### config.mk
export PLATFORM = sky130hd
export DESIGN_NAME = tmce_cmd_queue
export DESIGN_NICKNAME = d
export VERILOG_FILES = /design/src/design/tmce_pkg.sv /design/src/design/tmce_cmd_queue.sv
export SDC_FILE = /design/constraint.sdc
export NUM_CORES = 1
export LEC_CHECK = 0
export ABC_AREA = 1
export BUFFER_PORTS_ARGS = -buffer_cell sky130_fd_sc_hd__buf_2
export CAP_MARGIN = 20
export CORE_ASPECT_RATIO = 0.8
export CORE_MARGIN = 3
export CORE_UTILIZATION = 55
export DETAILED_ROUTE_END_ITERATION = 10
export GPL_ROUTABILITY_DRIVEN = 1
export HOLD_SLACK_MARGIN = 0.02
export PLACE_DENSITY = 0.91
export SYNTH_ARGS = -nofsm -noshare
export SYNTH_HDL_FRONTEND = slang
export SYNTH_SLANG_ARGS = --single-unit
### constraint.sdc
create_clock -name clk -period 3.7 [get_ports clk]
set_clock_uncertainty 0.2 [all_clocks]
set_input_delay 0.185 -clock clk [delete_from_list [all_inputs] [get_ports clk]]
set_output_delay 0.185 -clock clk [all_outputs]
set_load 0.03 [all_outputs]
### src/design/tmce_pkg.sv
// ----------------------------------------------------------------------------
// Text mode console engine package
// Command and result types, character codes and fixed constants.
// ----------------------------------------------------------------------------
package tmce_pkg;

    // Port field types
    typedef logic [1:0]  op_t;
    typedef logic [7:0]  char_t;
    typedef logic [10:0] idx_port_t;
    typedef logic [6:0]  col_port_t;
    typedef logic [4:0]  row_port_t;
    typedef logic [15:0] cell_t;
    typedef logic [7:0]  attr_t;

    // Operation codes
    localparam op_t OP_PUT   = 2'd0;
    localparam op_t OP_CLEAR = 2'd1;
    localparam op_t OP_READ  = 2'd2;

    // Control characters and printable range
    localparam char_t CHAR_BS    = 8'h08;
    localparam char_t CHAR_TAB   = 8'h09;
    localparam char_t CHAR_LF    = 8'h0A;
    localparam char_t CHAR_CR    = 8'h0D;
    localparam char_t CHAR_SPACE = 8'h20;

    // Blank cell and attribute reset value
    localparam cell_t BLANK_CELL = 16'h0F20;
    localparam attr_t ATTR_RESET = 8'h0F;

    // Classified command kinds
    typedef enum logic [2:0] {
        K_PRINT,
        K_BS,
        K_TAB,
        K_CR,
        K_LF,
        K_NOP,
        K_CLEAR,
        K_READ
    } cmd_kind_t;

    typedef struct packed {
        cmd_kind_t kind;
        char_t     char_code;
        idx_port_t cell_index;
    } cmd_t;

    typedef struct packed {
        col_port_t cursor_col;
        row_port_t cursor_row;
        idx_port_t cursor_location;
        logic      cell_written;
        idx_port_t write_index;
        cell_t     cell_data;
        logic      scrolled;
    } res_t;

endpackage

### src/design/tmce_cmd_queue.sv
// ----------------------------------------------------------------------------
// Text mode console engine command queue
// Two-entry queue between the front end and the back end.
// ----------------------------------------------------------------------------
module tmce_cmd_queue (
    input  logic           clk,
    input  logic           rst_n,
    input  logic           push,
    input  tmce_pkg::cmd_t push_cmd,
    output logic           full,
    input  logic           pop,
    output tmce_pkg::cmd_t pop_cmd,
    output logic           empty
);

    tmce_pkg::cmd_t entries_reg [2];
    logic           wr_ptr_reg, wr_ptr_next;
    logic           rd_ptr_reg, rd_ptr_next;
    logic [1:0]     count_reg, count_next;
    logic           do_push, do_pop;

    assign full    = (count_reg == 2'd2);
    assign empty   = (count_reg == 2'd0);
    assign do_push = push && !full;
    assign do_pop  = pop && !empty;
    assign pop_cmd = entries_reg[rd_ptr_reg];

    // Advance pointers and the fill count
    always_comb
    begin
        wr_ptr_next = wr_ptr_reg ^ do_push;
        rd_ptr_next = rd_ptr_reg ^ do_pop;
        count_next  = count_reg + {1'b0, do_push} - {1'b0, do_pop};
    end

    always_ff @(posedge clk or negedge rst_n)
    begin
        if (!rst_n)
        begin
            wr_ptr_reg <= 1'b0;
            rd_ptr_reg <= 1'b0;
            count_reg  <= 2'd0;
        end
        else
        begin
            wr_ptr_reg <= wr_ptr_next;
            rd_ptr_reg <= rd_ptr_next;
            count_reg  <= count_next;
        end
    end

    // Store the pushed command
    always_ff @(posedge clk)
    begin
        if (do_push)
            entries_reg[wr_ptr_reg] <= push_cmd;
    end

endmodule

==> results of run 1 <==
==> worst paths after layout <==
path | startpoint | to | slack, ns | cells past startpoint
setup / recovery | rd_ptr_reg | pop_cmd[2] | 1.41 | 4
hold / removal | push | wr_ptr_reg | 0.19 | 5
setup reg to reg | count_reg[1] | entries_reg[1][11] | 1.59 | 4
hold reg to reg | count_reg[0] | count_reg[0] | 0.37 | 1
max in group asynchronous | rst_n | count_reg[0] | 2.56 | 3
min in group asynchronous | rst_n | rd_ptr_reg | 0.57 | 3
==> metal layers <==
metal / vias to the layer above / track usage / part of all wire
li1: 629 / - / -
met1: 555 / 0.212 / 0.40
met2: 48 / 0.301 / 0.51
met3: 12 / 0.0624 / 0.074
met4: 0 / 0.0804 / 0.025
met5: - / 0 / 0
==> layout by cell type, fill, tap and decap left out, drive strengths merged <==
master,netlist,layout
o21ai,1,1
nand2,75,75
bufinv,0,1
ha,4,4
clkinv,0,1
dlygate4sd3,0,25
clkinvlp,0,1
inv,11,11
edfxtp,44,44
buf,4,49
dfrtp,4,4
clkbuf,0,5
nor2,1,1
nand3,2,2
==> stage by stage <==
stage                util  setup WS [ns]  hold WS (ns)  cells  total power, mW
global placement    0.669           1.65        -0.206    231             1.56
floorplan               -           1.89        -0.311    146             1.39
global route        0.783           1.21         0.228    264             2.09
CTS                 0.783           1.38         0.180    264             1.97
detailed placement  0.669           1.59        -0.206    231             1.59
finish              0.783           1.41         0.186    264             1.96
==> cell families (layout without fill, tap and decap cells) <==
| family | count (synthesis) | count (layout) | synth area share |
|---|---|---|---|
| compound gates | 1 | 1 | 0.00270 |
| fa+ha+maj | 4 | 4 | 0.0270 |
| buf+inv | 15 | 93 | 0.0426 |
| flops | 48 | 48 | 0.768 |
| simple gates | 78 | 78 | 0.160 |
==> critical path: cells and delay by family, from the launching register on <==
| kind | cells | cell delay, ns |
|---|---|---|
| AND/OR/NAND/NOR | 2 | 0.23 |
| buffers and inverters | 2 | 0.54 |
| flip-flops | 1 | 0.82 |
==> cells in the mapped netlist, drive strengths merged <==
library cell	n	area share
edfxtp	44	0.71
ha	4	0.027
buf	4	0.020
nor2	1	0.0020
dfrtp	4	0.054
o21ai	1	0.0027
nand2	75	0.15
nand3	2	0.0054
inv	11	0.022
==> power by group through the flow <==
stage / combinational (mW) / clock (mW) / sequential (mW)
finish: 0.773 / 0.367 / 0.820
global route: 0.850 / 0.400 / 0.836
CTS: 0.779 / 0.368 / 0.820
detailed placement: 0.756 / 0 / 0.833
global placement: 0.737 / 0 / 0.826
floorplan: 0.599 / 0 / 0.792
==> area by class of cell <==
class,instances,area share
Sequential cell,48,0.575
Clock inverter,3,0.0172
Multi-Input combinational cell,83,0.142
Clock buffer,5,0.0279
Inverter,11,0.0167
Tap cell,40,0.0203
Timing Repair Buffer,74,0.201
==> impl_summary.log, run 1 <==
[metrics] Global Route Usage Sum: 0.180
[metrics] number of design-rule violations left by the first detailed-router iteration: 69
[metrics] final sum of negative setup slack: 0 ns
[metrics] share of post-route cells with drive strength above 1: 0.259
[metrics] Resized cells post-CTS: 0
[metrics] Setup crit start kind: register
[metrics] portion of total power attributed to the clock network: 0.187
[metrics] RSZ-0062 raised after global routing: no
[metrics] detailed-route via count: 1244
[metrics] synthesized area per cell: 12.7 µm²
[metrics] worst endpoint data arrival time: 1.90 ns
[metrics] global placer's final weighted congestion: 0.741
[metrics] Maximum Capacitance Violations: 0
[metrics] Post-Syn Nets: 176
[metrics] worst IR drop on VDD: 0.598 mV
[metrics] number of antenna violations at the first check in global routing: 0
[metrics] Final #Nets: 253
[metrics] multi-input combinational cell area: 350 µm²
[metrics] layout overhead on the synthesized area: 33.5%
[metrics] internal power summed over all cells: 1.16 mW
[metrics] Detailed Route WL: 3.37 mm
[metrics] initial core utilization: 0.587
[metrics] startpoint-to-endpoint class of the critical path: reg2out
[metrics] worst-path cell with the longest stage delay: dfrtp_1
[metrics] remaining global-route overflow: 0
[metrics] capturing element type of the critical path: output pin
[metrics] Skew-Pair Late Insertion Delay: 0.30 ns
[metrics] floorplan die area: 0.00410 mm²
[metrics] classification of the worst-slack hold path: in2reg
[metrics] TritonCTS clock tree: built
[metrics] Net Switching: 800 µW
[metrics] average routed wire per standard cell: 12.8 µm
[metrics] Post-CTS Setup Inserts: 0
[metrics] placement-stage cell area: 0.00211 mm²
[metrics] number of hold-repair buffers added at the cts stage: 25
[metrics] flip-flop and latch count after synthesis: 48
[metrics] crit-path max FO: 24
[metrics] post-route cell area: 0.00247 mm²
[metrics] site row count: 18
[metrics] P per Cell Area: 793 mW/mm²
[metrics] input/output buffers: 49
[metrics] clock root buffer: clkbuf_8
[metrics] clock-pin transition on the worst setup and hold timing paths: 0.08 ns
[metrics] measured slew at the worst slew-check pin: 0.989 ns
[metrics] number of clock buffers inserted by TritonCTS: 5
[metrics] final slew viol count: 0
[metrics] remaining max-slew budget at the tightest pin: 0.340
[metrics] via count of the first global-routing pass: 1263
[metrics] number of flip-flops under the largest register name: 44
[metrics] Longest Clk Path Bufs: 2
[metrics] number of standard cells after synthesis: 146
[metrics] filler instances: 190
[metrics] CTS H-tree lvls: 2
[metrics] total half-perimeter wirelength after legalization and detailed placement: 2.09 mm
[metrics] DR DRC count: 0
[metrics] proportion of power drawn by flip-flops and latches: 0.418
[metrics] Most common cell on crit path: nand2_1
[metrics] crit-path cells: inv_2 > nand2_1 > nand2_1 > buf_2
[metrics] Die X-Extent: 70.9 µm
[metrics] Ports: 50
[metrics] CP peak stage delay: 0.82 ns
[metrics] result of the run: finished, final reports clean
[metrics] area of all sequential standard cells: 0.00142 mm²
[metrics] portion of the post-synthesis area used by sequential elements: 0.768
[metrics] chip height: 57.9 µm
[metrics] TritonCTS Sinks: 48
[metrics] final setup violation count: 0
[metrics] Leakage Power: 1.13 nW
[metrics] TritonRoute pass-1 iters: 4
[metrics] Combinational Power Share: 0.394
[metrics] global-route wire length before repair: 5.44 mm
[metrics] drt via density: 4.71
[metrics] required time of the critical path: 3.31 ns
[metrics] core region area: 0.00315 mm²
[metrics] number of antenna-violating nets in the routed design: 0
[metrics] switching part of the total power: 0.408
[metrics] warning count from the yosys run: 0
[metrics] Distinct cells, synth: 11
[metrics] hold violation total from the final report: 0
[metrics] netlist area before placement: 0.00185 mm²
[metrics] pin count of the biggest net entering global routing: 25
[metrics] peak clock frequency supported by timing: 0.437 GHz
[metrics] crit share post-route: 0.618
[metrics] minimum period implied by the final worst setup slack: 2.29 ns
[metrics] number of diodes: 0
(Power assumes the default switching activity.)
==> run 2: changes to the inputs <==
--- a/config.mk
+++ b/config.mk
@@ -10,11 +10,11 @@
 export CAP_MARGIN = 20
 export CORE_ASPECT_RATIO = 0.8
 export CORE_MARGIN = 3
-export CORE_UTILIZATION = 55
+export CORE_UTILIZATION = 46
 export DETAILED_ROUTE_END_ITERATION = 10
 export GPL_ROUTABILITY_DRIVEN = 1
 export HOLD_SLACK_MARGIN = 0.02
-export PLACE_DENSITY = 0.91
+export PLACE_DENSITY = 0.82
 export SYNTH_ARGS = -nofsm -noshare
 export SYNTH_HDL_FRONTEND = slang
 export SYNTH_SLANG_ARGS = --single-unit
==> constraint.sdc (replaced) <==
create_clock -name clk -period 2.1 [get_ports clk]
set_clock_uncertainty 0.2 [all_clocks]
set_input_delay 0.105 -clock clk [delete_from_list [all_inputs] [get_ports clk]]
set_output_delay 0.105 -clock clk [all_outputs]
set_load 0.03 [all_outputs]
==> run 2 against run 1 <==
  * Global-route usage shrank 2.7 points
  * Critical path depth is the same
  * Die area grew 18%
==> impl_summary.log, run 2 (synthesized netlist as in run 1, its figures left out) <==
[metrics] crit-path cells: inv_2 > nand2_1 > nand2_1 > buf_2 (unchanged)
[metrics] Leakage Power: 1.14 nW (was 1.13 nW)
[metrics] worst-case setup margin in the final layout: 0.434 ns (was 1.41 ns)
[metrics] Skew-Pair Late Insertion Delay: 0.29 ns (was 0.30 ns)
[metrics] Final Instance Count excl. Fillers: 281 (was 264)
[metrics] Maximum Capacitance Violations: 0 (unchanged)
[metrics] RSZ-0062 raised after global routing: no (unchanged)
[metrics] layout overhead on the synthesized area: 34.8% (was 33.5%)
[metrics] TritonRoute pass-1 iters: 4 (unchanged)
[metrics] chip height: 62.7 µm (was 57.9 µm)
[metrics] P per Cell Area: 1340 mW/mm² (was 793 mW/mm²)
[metrics] Longest Clk Path Bufs: 2 (unchanged)
[metrics] crit share post-route: 0.794
[metrics] placement-stage cell area: 0.00216 mm² (was 0.00211 mm²)
[metrics] required time of the critical path: 1.79 ns (was 3.31 ns)
[metrics] clock-pin transition on the worst setup and hold timing paths: 0.08 ns (about the same)
[metrics] clock root buffer: clkbuf_8 (unchanged)
[metrics] number of design-rule violations left by the first detailed-router iteration: 82 (was 69)
[metrics] Final #Nets: 258 (was 253)
[metrics] Most common cell on crit path: nand2_1 (unchanged)
[metrics] core region area: 0.00364 mm² (was 0.00315 mm²)
[metrics] number of flip-flops under the largest register name: 44 (unchanged)
[metrics] filler instances: 255 (was 190)
[metrics] post-route cell area: 0.00249 mm² (was 0.00247 mm²)
[metrics] global-route wire length before repair: 5.67 mm (was 5.44 mm)
[metrics] Resized cells post-CTS: 0 (unchanged)
[metrics] input/output buffers: 49 (unchanged)
[metrics] total chip power: 3.35 mW (was 1.96 mW)
[metrics] CP peak stage delay: 0.39 ns (was 0.82 ns)
[metrics] number of instances in the placed design: 248 (was 231)
[metrics] hold violation total from the final report: 0 (unchanged)
[metrics] share of post-route cells with drive strength above 1: 0.266 (was 0.259)
[metrics] worst endpoint data arrival time: 1.36 ns (was 1.90 ns)
[metrics] detailed-route via count: 1264 (was 1244)
[metrics] number of antenna-violating nets in the routed design: 0 (unchanged)
[metrics] remaining max-slew budget at the tightest pin: 0.739 (was 0.340)
[metrics] CTS H-tree lvls: 2 (unchanged)
[metrics] TritonCTS Sinks: 48 (unchanged)
[metrics] Detailed Route WL: 3.45 mm (was 3.37 mm)
[metrics] Global Route Usage Sum: 0.152 (was 0.180)
[metrics] final hold slack: 0.0879 ns (was 0.186 ns)
[metrics] number of diodes: 0 (unchanged)
[metrics] number of clock buffers inserted by TritonCTS: 5 (unchanged)
[metrics] most common cell after layout, fill and taps aside: nand2_1 (unchanged)
[metrics] leading cell types in the layout, fill and taps excluded: nand2_1, buf_2, edfxtp_1 (unchanged)
[metrics] result of the run: finished, final reports clean (unchanged)
[metrics] initial core utilization: 0.509 (was 0.587)
[metrics] measured slew at the worst slew-check pin: 0.390 ns (was 0.989 ns)
[metrics] remaining global-route overflow: 0 (unchanged)
[metrics] Setup crit start kind: register (unchanged)
[metrics] worst IR drop on VDD: 0.851 mV (was 0.598 mV)
[metrics] crit-path max FO: 23 (was 24)
[metrics] via count of the first global-routing pass: 1238 (was 1263)
[metrics] total half-perimeter wirelength after legalization and detailed placement: 2.19 mm (was 2.09 mm)
[metrics] slack of the worst reg-to-reg path: 0.45 ns (was 1.59 ns)
[metrics] final setup violation count: 0 (unchanged)
[metrics] average routed wire per standard cell: 12.3 µm (was 12.8 µm)
[metrics] final sum of negative setup slack: 0 ns (unchanged)
[metrics] site row count: 19 (was 18)
[metrics] pin count of the biggest net entering global routing: 24 (was 25)
[metrics] Die X-Extent: 76.9 µm (was 70.9 µm)
[metrics] startpoint-to-endpoint class of the critical path: reg2out (unchanged)
[metrics] Ports: 50 (unchanged)
[metrics] minimum period implied by the final worst setup slack: 1.67 ns
[metrics] capturing element type of the critical path: output pin (unchanged)
[metrics] drt via density: 4.50 (was 4.71)
[metrics] peak clock frequency supported by timing: 0.600 GHz
[metrics] floorplan die area: 0.00482 mm² (was 0.00410 mm²)
[metrics] final design utilization: 0.686 (was 0.783)
[metrics] global placer's final weighted congestion: 0.786 (was 0.741)
[metrics] DR DRC count: 0 (unchanged)
[metrics] TritonCTS clock tree: built (unchanged)
[metrics] final slew viol count: 0 (unchanged)
[metrics] worst setup slack after placement: 0.461 ns (was 1.59 ns)
[metrics] number of antenna violations at the first check in global routing: 0 (unchanged)
[metrics] worst-path cell with the longest stage delay: dfrtp_1 (unchanged)
[metrics] classification of the worst-slack hold path: in2reg (unchanged)
[run 2: cell types whose count changed in the layout (fill, tap and decap cells not counted), sizes merged]
cell    change
buf         +5
bufinv      -1
clkbuf      +1
[run 2: critical path, delay by kind of cell (launching register included)]
| kind | cells | cell delay, ns |
|---|---|---|
| buffers and inverters | 2 | 0.50 |
| AND/OR/NAND/NOR | 2 | 0.18 |
| flip-flops | 1 | 0.39 |
[run 2: area by class of cell]
type	count	area, µm²	share of cell area
clock inverter	2	11.3	0.00451
multi-input combinational	83	350	0.140
clock buffer	6	72.6	0.0291
timing repair buffer	79	533	0.214
sequential	48	1420	0.570
tap	52	65.1	0.0261
inverter	11	41.3	0.0165
[run 2: path summary, 6_finish.rpt]
path | startpoint | to | depth (start not counted)
max in group asynchronous | rst_n | rd_ptr_reg | 3
hold reg to reg | count_reg[0] | count_reg[0] | 1
min in group asynchronous | rst_n | count_reg[0] | 3
setup / recovery | rd_ptr_reg | pop_cmd[13] | 4
setup reg to reg | count_reg[1] | count_reg[1] | 10
hold / removal | push | wr_ptr_reg | 5
[run 2: repair_timing]
action	in CTS	in global routing
buffers inserted	0	0
hold endpoints to repair	49	0
hold buffers	25	0
[run 2: report_power, final]
part | internal, mW | total, mW | switching, mW
registers | 1.31 | 1.38 | 0.0645
clock network | 0.231 | 0.507 | 0.276
logic | 0.410 | 1.47 | 1.05
[run 2: layer usage]
metal  GRT usage  vias to the layer above  routed length (µm)  share of wire
li1            -                      638                   -              -
met1       0.176                      578                1450           0.42
met2       0.266                       41                1750           0.51
met3      0.0432                        7                 191          0.055
met4      0.0611                        0                  65          0.019
met5           0                        -                   0              0
