**src/design/tmce_pkg.sv**
```systemverilog
// ----------------------------------------------------------------------------
// Text mode console engine package
// Command and result types, character codes and fixed constants.
// ----------------------------------------------------------------------------
package tmce_pkg;

    // Port field types
    typedef logic [1:0]  op_t;
    typedef logic [7:0]  char_t;
    typedef logic [10:0] idx_port_t;
    typedef logic [6:0]  col_port_t;
    typedef logic [4:0]  row_port_t;
    typedef logic [15:0] cell_t;
    typedef logic [7:0]  attr_t;

    // Operation codes
    localparam op_t OP_PUT   = 2'd0;
    localparam op_t OP_CLEAR = 2'd1;
    localparam op_t OP_READ  = 2'd2;

    // Control characters and printable range
    localparam char_t CHAR_BS    = 8'h08;
    localparam char_t CHAR_TAB   = 8'h09;
    localparam char_t CHAR_LF    = 8'h0A;
    localparam char_t CHAR_CR    = 8'h0D;
    localparam char_t CHAR_SPACE = 8'h20;

    // Blank cell and attribute reset value
    localparam cell_t BLANK_CELL = 16'h0F20;
    localparam attr_t ATTR_RESET = 8'h0F;

    // Classified command kinds
    typedef enum logic [2:0] {
        K_PRINT,
        K_BS,
        K_TAB,
        K_CR,
        K_LF,
        K_NOP,
        K_CLEAR,
        K_READ
    } cmd_kind_t;

    typedef struct packed {
        cmd_kind_t kind;
        char_t     char_code;
        idx_port_t cell_index;
    } cmd_t;

    typedef struct packed {
        col_port_t cursor_col;
        row_port_t cursor_row;
        idx_port_t cursor_location;
        logic      cell_written;
        idx_port_t write_index;
        cell_t     cell_data;
        logic      scrolled;
    } res_t;

endpackage

```
**src/design/tmce_front.sv**
```systemverilog
// ----------------------------------------------------------------------------
// Text mode console engine front end
// Accepts items and classifies them into commands for the queue.
// ----------------------------------------------------------------------------
module tmce_front (
    input  logic                start,
    input  tmce_pkg::op_t       op,
    input  tmce_pkg::char_t     char_code,
    input  tmce_pkg::idx_port_t cell_index,
    input  logic                q_full,
    input  logic                init_busy,
    output logic                busy,
    output logic                push,
    output tmce_pkg::cmd_t      push_cmd
);

    tmce_pkg::cmd_kind_t kind;

    // Hold off items while the queue is full or the store is being cleared
    assign busy = q_full || init_busy;
    assign push = start && !busy;

    // Classify the operation and character byte
    always_comb
    begin
        kind = tmce_pkg::K_NOP;
        unique case (op)
            tmce_pkg::OP_PUT:
            begin
                if (char_code == tmce_pkg::CHAR_BS)
                    kind = tmce_pkg::K_BS;
                else if (char_code == tmce_pkg::CHAR_TAB)
                    kind = tmce_pkg::K_TAB;
                else if (char_code == tmce_pkg::CHAR_CR)
                    kind = tmce_pkg::K_CR;
                else if (char_code == tmce_pkg::CHAR_LF)
                    kind = tmce_pkg::K_LF;
                else if (char_code >= tmce_pkg::CHAR_SPACE && !char_code[7])
                    kind = tmce_pkg::K_PRINT;
                else
                    kind = tmce_pkg::K_NOP;
            end
            tmce_pkg::OP_CLEAR: kind = tmce_pkg::K_CLEAR;
            tmce_pkg::OP_READ:  kind = tmce_pkg::K_READ;
            default:            kind = tmce_pkg::K_NOP;
        endcase
    end

    assign push_cmd.kind       = kind;
    assign push_cmd.char_code  = char_code;
    assign push_cmd.cell_index = cell_index;

endmodule

```
**config.mk**
```make
export PLATFORM = sky130hd
export DESIGN_NAME = tmce_front
export DESIGN_NICKNAME = d
export VERILOG_FILES = /design/src/design/tmce_pkg.sv /design/src/design/tmce_front.sv
export SDC_FILE = /design/constraint.sdc
export NUM_CORES = 1
export LEC_CHECK = 0
export BUFFER_PORTS_ARGS = -buffer_cell sky130_fd_sc_hd__buf_4
export CAP_MARGIN = 25
export CORE_AREA = 4 4 41 43
export DETAILED_ROUTE_END_ITERATION = 10
export DIE_AREA = 0 0 45 47
export PLACE_DENSITY_LB_ADDON = 0.15
export SETUP_SLACK_MARGIN = 0.2
export SLEW_MARGIN = 20
export SYNTH_ARGS = -nofsm -noshare
export SYNTH_HDL_FRONTEND = slang
export SYNTH_SLANG_ARGS = --single-unit
```
**constraint.sdc**
```tcl
create_clock -name vclk -period 1.3
set_input_delay 0.13 -clock vclk [all_inputs]
set_output_delay 0.13 -clock vclk [all_outputs]
set_load 0.05 [all_outputs]
```
==> impl_results.md, run 1 <==
- Worst Path Max Fanout: 3
- CP arrival: 1.02 ns
- Fin nets: 80
- Synth cell types: 14
- I/O Pins: 48
- Number of diodes: 0
- DRC violations left: 0
- Max-cap viol count: 0
- WL/cell: 13.5 um
- Crit path max-delay cell type: nor4b_4
- CP max stage delay: 0.33 ns
- Vias per inst: 4.48
- CP Buf/Inv Count: 2
- Vias in the first global route: 276
- Register Area: 0 um2
- Final Hold Viols: 0
- Initial core utilization: 0.221
- Final Cycle Share: 0.883
- Die area: 2120 um2
- Critical path data required time: 1.17 ns
- HPWL Detailed: roughly 800 um
- Syn nets: between 60 and 70
- Pins Over Slew Limit: 0
- Placer Congestion: roughly 0.63
- GRT Util Overall: 0.0826
- Max frequency: 871 MHz
- Cells after Synth: 40
- ANT nets after route: 0
- RSZ-0062 raised after global routing: yes
- Commonest cells after routing, fill and taps aside: buf_4 (21), buf_6 (8), nor2_4 (4)
- First-pass GRT wire length: 1.37 mm
- Type of the tightest min-delay check: in -> out
- WL final: roughly 910 um
- Antenna violations before repair: 0
- Hold buffer count at CTS: 0
- Outcome: finished, final reports clean
- TNS Setup: 0 ns
- Congestion Overflow GR: 0
- Worst Path Class, Setup: in -> out
- CP top delay family: simple AND/OR/NAND/NOR gates
- Finish-stage setup viols: 0
- Initial drt markers: 1
- Port Buf Inserts: 26
- Most common cell after layout, fill and taps aside: buf_4
- Post-layout instance area: 552 um2
- Crit-path cells: buf_8 > nor4b_4 > o2111ai_2 > a21boi_4 > buf_6
- Core area: 1300 um2
- Minimum clock period: 1.15 ns
- Ys Warns: 0
- FILL cells: 141
- Die width: 45 um
- Layout Area Growth over Synthesis: 91.7%
- Leak Pwr: 0.253 nW
- Worst relative slew slack: 0.817
- Seq/Total Area, Yosys: 0
- Post-Syn Area: 288 um2
- Dpl cell area: 440 um2
- Startpoint type of the worst setup path: input port
- Total power: 0.000284 W
- Layout cell share with drive strength beyond 1: 0.923
- Dpl ws: a little under 0.03 ns
- Slew at the pin closest to its max-slew limit: between 0.2 and 0.3 ns
- Via count: 300
- Mapped Avg Cell Area: 7.19 um2
- Number of core rows: 13
- Die height: 47 um
- Peak VDD IR: 0.000165 V
- Seq Cell Count: 0
- Largest net degree at the start of global routing: 5
- CLK BUF: 0
- First-pass iteration count of the detailed router: 2
- Setup crit end kind: output pin
- Setup ws final: 0.152 ns
- Pwr per Cell Area: slightly above 500 nW/um2
-- where the power goes --
group	internal (W)	total, W	switching, W
Sequential	0	0	0
Combinational	0.000122	0.000284	0.000162
Clock	0	0	0
-- per-layer routing --
metal	wire length [um]	GRT usage
met5	0	0
met4	0	0
met3	163	0.0383
met2	512	0.178
met1	229	0.0719
-- area by class of cell --
class              instances  area [um2]  area share
repair buffers            31         278       0.503
multi-input cells         17         235       0.426
inverters                  4        20.0      0.0363
well taps                 15        18.8      0.0340
-- synth_stat cells, drive strengths merged --
cell     count  area [um2]
a21boi       1        7.51
a21oi        1        5.00
a41oi        1        8.76
and4         1        8.76
buf         19         143
ha           2        25.0
inv          4        15.0
nor2         5        18.8
nor4b        1        15.0
o2111ai      1        8.76
o21ai        1        5.00
o31ai        1        12.5
or2          1        6.26
xor2         1        8.76
-- through the flow --
stage,hold WS [ns],std cells,utilization
4_1_cts,0.261,67,0.404
2_1_floorplan,0.364,40,-
3_3_place_gp,0.261,66,0.338
5_1_grt,0.260,67,0.424
3_5_place_dp,0.261,66,0.338
6_report,0.260,67,0.424
-- path summary, 6_finish.rpt --
path	start	end	slack, ns	cells after the start
min	cell_index[6]	push_cmd[6]	0.26	0
max	char_code[1]	push_cmd[21]	0.15	5
-- cells by family after synthesis --
kind of cell | share of synthesized area
buffers and inverters | 0.548
adders and majority gates | 0.0869
xor gates and xnor gates | 0.0304
AOI/OAI and AO/OA | 0.165
and+or+nand+nor | 0.170
-- what timing repair did --
item,in CTS,in global routing
buffers inserted,1,0
endpoints found under the setup margin,3,3
resized for setup,16,8
pin swaps,6,6
(Power assumes the default switching activity.)
==> run 2, diff against run 1 <==
--- a/config.mk
+++ b/config.mk
@@ -6,7 +6,7 @@
 export NUM_CORES = 1
 export LEC_CHECK = 0
 export BUFFER_PORTS_ARGS = -buffer_cell sky130_fd_sc_hd__buf_4
-export CAP_MARGIN = 25
+export CAP_MARGIN = 30
 export CORE_AREA = 4 4 41 43
 export DETAILED_ROUTE_END_ITERATION = 10
 export DIE_AREA = 0 0 45 47
==> constraint.sdc (replaced) <==
create_clock -name vclk -period 1.3
set_input_delay 0.26 -clock vclk [all_inputs]
set_output_delay 0.26 -clock vclk [all_outputs]
set_load 0.05 [all_outputs]
==> impl_results.md, run 2 (synthesis results as in run 1) <==
- Vias in the first global route: 294 (+6.5%)
- CP max stage delay: 0.34 ns (about the same)
- Core area: 1300 um2 (unchanged)
- Via count: 293 (-2.3%)
- CP arrival: 1.16 ns (+0.14 ns)
- Most common cell after layout, fill and taps aside: buf_4
- FILL cells: 134 (-5.0%)
- Clock share of power: 0 (unchanged)
- Pins Over Slew Limit: 0 (unchanged)
- Int Pwr: 0.000129 W (+5.4%)
- Die area: 2120 um2 (unchanged)
- Initial core utilization: 0.221 (unchanged)
- First-pass iteration count of the detailed router: 2 (unchanged)
- Hold buffer count at CTS: 0 (unchanged)
- Type of the tightest min-delay check: in -> out
- Placer Congestion: 0.628 (-0.17%)
- Port Buf Inserts: 26 (unchanged)
- Sequential power share: 0 (unchanged)
- DRC violations left: 0 (unchanged)
- Worst Path Class, Setup: in -> out
- Number of diodes: 0 (unchanged)
- Setup ws final: -0.119 ns (-0.271 ns)
- ANT nets after route: 0 (unchanged)
- First-pass GRT wire length: 1.28 mm (-6.6%)
- Register Area: 0 um2 (unchanged)
- Hold endpoint: push_cmd[0]
- Outcome: complete, but fails checks
- Commonest cells after routing, fill and taps aside: buf_4 (20), buf_6 (8), nor2_4 (4), buf_8 (4)
- CP top delay family: simple AND/OR/NAND/NOR gates
- Layout cell share with drive strength beyond 1: 0.925 (+0.00145)
- Slew at the pin closest to its max-slew limit: 0.289 ns (+0.0153 ns)
- Number of core rows: 13 (unchanged)
- Final Hold Viols: 0 (unchanged)
- WL final: 853 um (-5.7%)
- Initial drt markers: 1 (unchanged)
- Worst Path Max Fanout: 3 (unchanged)
- RSZ-0062 raised after global routing: yes
- Largest net degree at the start of global routing: 4 (-1)
- WHS Path Cells: 0 (unchanged)
- CP Buf/Inv Count: 2 (unchanged)
- WHS: 0.520 ns (+0.260 ns)
- Total power: 0.000291 W (+2.7%)
- Combinational group share of total power: 1.000 (about the same)
- Minimum clock period: 1.42 ns (+0.271 ns)
- Crit-path cells: buf_8 > nor4b_4 > a41oi_2 > nor2_4 > buf_8
- Finish-stage setup viols: 3 (+3)
- Fin nets: 81 (+1.3%)
- Layout Area Growth over Synthesis: 100%
- Max-cap viol count: 0 (unchanged)
- Setup crit end kind: output pin
- GRT Util Overall: 0.0771 (-0.00551)
- HPWL Detailed: 787 um (-1.6%)
- Die width: 45 um (unchanged)
- Switching pwr: 0.000163 W (+0.68%)
- Die height: 47 um (unchanged)
- Congestion Overflow GR: 0 (unchanged)
- HP Start: cell_index[0]
- Crit path max-delay cell type: nor4b_4
- Antenna violations before repair: 0 (unchanged)
- CLK BUF: 0 (unchanged)
- Peak VDD IR: 0.000261 V (+58%)
- Final Cycle Share: 1.09 (+0.209)
- Failing checks: negative setup slack
- Crit path top cell by count: buf_8
- Critical path data required time: 1.04 ns (-0.13 ns)
- Vias per inst: 4.31 (-3.8%)
- WP depth: 5 (unchanged)
- Startpoint type of the worst setup path: input port
- Dpl ws: -0.205 ns (-0.234 ns)
- Leak Pwr: 0.264 nW (+4.4%)
- WL/cell: 12.5 um (-7.1%)
- Worst relative slew slack: 0.807 (-0.0102)
- I/O Pins: 48 (unchanged)
- Seq Cell Count: 0 (unchanged)
- Max frequency: 705 MHz (-19%)
- Pwr per Cell Area: 505 nW/um2 (-1.7%)
- Switching share of power: 0.558 (-0.0112)
-- run 2: layout make-up --
class              instances  area, um2  area share
multi-input cells         17        238       0.412
well taps                 15       18.8      0.0325
repair buffers            32        300       0.521
inverters                  4       20.0      0.0347
-- run 2: what timing repair did --
item                                    4_1_cts  5_1_grt
gates resized for setup                      20        4
setup buffers                                 1        0
endpoints found under the setup margin        4        4
pin swaps                                    11        1
-- run 2: power by group through the flow --
stage	logic, W	clock network (W)	registers [W]
floorplan	0.000263	0	0
global placement	0.000253	0	0
detailed placement	0.000256	0	0
CTS	0.000289	0	0
global route	0.000305	0	0
finish	0.000291	0	0
-- run 2: through the flow --
step	std cells	cell area (um2)	util	TNS (ns)
6_report	68	577	0.443	-0.252
5_1_grt	68	577	0.443	-0.362
4_1_cts	68	561	0.431	-0.253
3_5_place_dp	67	479	0.368	-0.510
3_3_place_gp	67	479	0.368	-0.442
2_1_floorplan	40	370	-	-0.0974
-- run 2: metal layers --
metal	share of wire	up-vias	wire length [um]	GRT usage
met5	0	-	0	0
met4	0.028	0	24	0.0292
met3	0.14	8	118	0.0153
met2	0.56	19	478	0.144
met1	0.27	127	231	0.0854
li1	-	139	-	-
-- run 2: worst max-delay path by stage --
stage | end | startpoint | slack [ns]
finish | push_cmd[20] | char_code[7] | -0.12
global route | push_cmd[21] | char_code[7] | -0.16
CTS | push_cmd[21] | char_code[1] | -0.12
detailed placement | push_cmd[21] | op[0] | -0.20
global placement | push_cmd[21] | op[0] | -0.16
floorplan | push_cmd[19] | char_code[1] | -0.07
==> run 3, diff against run 2 <==
--- a/config.mk
+++ b/config.mk
@@ -10,6 +10,7 @@
 export CORE_AREA = 4 4 41 43
 export DETAILED_ROUTE_END_ITERATION = 10
 export DIE_AREA = 0 0 45 47
+export GPL_ROUTABILITY_DRIVEN = 0
 export PLACE_DENSITY_LB_ADDON = 0.15
 export SETUP_SLACK_MARGIN = 0.2
 export SLEW_MARGIN = 20
==> constraint.sdc (replaced) <==
create_clock -name vclk -period 1.7
set_input_delay 0.34 -clock vclk [all_inputs]
set_output_delay 0.34 -clock vclk [all_outputs]
set_load 0.05 [all_outputs]
==> impl_results.md, run 3 (synthesis results as in run 1) <==
- Number of diodes: 0 (unchanged)
- Final Hold Viols: 0 (unchanged)
- Congestion Overflow GR: 0 (unchanged)
- Minimum clock period: 1.58 ns
- Core area: 1300 um2 (unchanged)
- Crit path max-delay cell type: a41oi_2
- Switching pwr: 0.000125 W (-23%)
- Type of the tightest min-delay check: in -> out
- Vias in the first global route: 284 (-3.4%)
- Most common cell after layout, fill and taps aside: buf_4
- Multi-input gate area: 239 um2 (+0.53%)
- Clock share of power: 0 (unchanged)
- WL final: 947 um (+11%)
- Layout cell share with drive strength beyond 1: 0.926 (+0.00140)
- Crit path top cell by count: buf_6
- Worst relative slew slack: 0.825 (+0.0187)
- TNS Setup: 0 ns (+0.252 ns)
- GRT Util Overall: 0.0873 (+0.0102)
- Slew at the pin closest to its max-slew limit: 0.261 ns (-0.0280 ns)
- Post-layout instance area: 561 um2 (-2.8%)
- Die height: 47 um (unchanged)
- DRC violations left: 0 (unchanged)
- Peak VDD IR: 0.000107 V (-59%)
- Pins Over Slew Limit: 0 (unchanged)
- Outcome: finished, final reports clean
- Leak Pwr: 0.262 nW (-0.93%)
- Largest net degree at the start of global routing: 5 (+1)
- Seq Cell Count: 0 (unchanged)
- First-pass iteration count of the detailed router: 1 (-1)
- Die width: 45 um (unchanged)
- Register Area: 0 um2 (unchanged)
- Dpl cell area: 440 um2 (-8.1%)
- Port Buf Inserts: 26 (unchanged)
- Fin nets: 82 (+1.2%)
- Antenna violations before repair: 0 (unchanged)
- CLK BUF: 0 (unchanged)
- Commonest cells after routing, fill and taps aside: buf_4 (24), buf_6 (8), nor2_4 (4)
- Finish-stage setup viols: 0 (-3)
- Via count: 305 (+4.1%)
- Switching share of power: 0.568 (+0.00967)
- FILL cells: 129 (-3.7%)
- Critical path data required time: 1.36 ns (+0.32 ns)
- WL/cell: 13.7 um (+9.4%)
- Vias per inst: 4.42 (+2.6%)
- Worst Path Max Fanout: 2 (-1)
- Setup crit end kind: output pin
- HPWL Detailed: 783 um (-0.53%)
- Max-cap viol count: 0 (unchanged)
- I/O Pins: 48 (unchanged)
- CP max stage delay: 0.22 ns (-0.12 ns)
- Combinational group share of total power: 1.000 (about the same)
- Worst Path Class, Setup: in -> out
- Layout Area Growth over Synthesis: 94.8%
- Number of core rows: 13 (unchanged)
- Sequential power share: 0 (unchanged)
- RSZ-0062 raised after global routing: yes
- WHS: 0.680 ns (+0.160 ns)
- Startpoint type of the worst setup path: input port
- Int Pwr: 0.0000948 W (-26%)
- Die area: 2120 um2 (unchanged)
- Crit-path cells: buf_6 > inv_4 > ha_4 > buf_4 > a41oi_2 > nor2_4 > buf_6
- Pwr per Cell Area: 391 nW/um2 (-23%)
- Initial core utilization: 0.221 (unchanged)
- ANT nets after route: 0 (unchanged)
- First-pass GRT wire length: 1.41 mm (+10%)
- Initial drt markers: 0 (-1)
- Max frequency: approximately 630 MHz
- CP arrival: 1.24 ns (+0.08 ns)
- Final Cycle Share: 0.932
[run 3: power by group through the flow]
stage                     Combinational (W)  Sequential (W)  Clock (W)
after global routing               0.000231               0          0
after detailed placement           0.000182               0          0
after global placement             0.000182               0          0
after floorplan                    0.000192               0          0
final                              0.000219               0          0
after CTS                          0.000211               0          0
[run 3: routing by layer]
metal | vias up | track usage | share of wire
met5 | - | 0 | 0
met4 | 0 | 0.0117 | 0.0084
met3 | 2 | 0.0421 | 0.18
met2 | 28 | 0.186 | 0.57
met1 | 133 | 0.0719 | 0.24
li1 | 142 | - | -
[run 3: final timing paths]
kind,end,cells after the start,slack (ns),from
worst max-delay path,push_cmd[20],7,0.12,op[0]
worst min-delay path,push_cmd[6],0,0.68,cell_index[6]
[run 3: final cells by class]
| cell class | instances | share of cell area |
|---|---|---|
| multi-input cells | 17 | 0.426 |
| well taps | 15 | 0.0335 |
| inverters | 4 | 0.0312 |
| repair buffers | 33 | 0.509 |
[run 3: critical path: cells and delay by family]
family,cells,cell delay [ns]
buffers and inverters,4,0.43
AOI/OAI and AO/OA,1,0.22
adders and majority gates,1,0.21
and+or+nand+nor,1,0.04
[run 3: what timing repair did]
action / in CTS / in global routing
buffers inserted: 1 / 2
hold buffers: 0 / 0
resized for setup: 15 / 6
endpoints found under the hold margin: 0 / 0
endpoints found under the setup margin: 3 / 3
pin swaps: 7 / 4
[run 3: metrics by stage]
| step | cells | total power [W] | setup WS (ns) | utilization |
|---|---|---|---|---|
| final | 69 | 0.000219 | 0.116 | 0.431 |
| after global routing | 69 | 0.000231 | 0.0812 | 0.431 |
| after CTS | 67 | 0.000211 | 0.115 | 0.401 |
| after detailed placement | 66 | 0.000182 | -0.0119 | 0.338 |
| after global placement | 66 | 0.000182 | 0.0193 | 0.338 |
| after floorplan | 40 | 0.000192 | 0.152 | - |
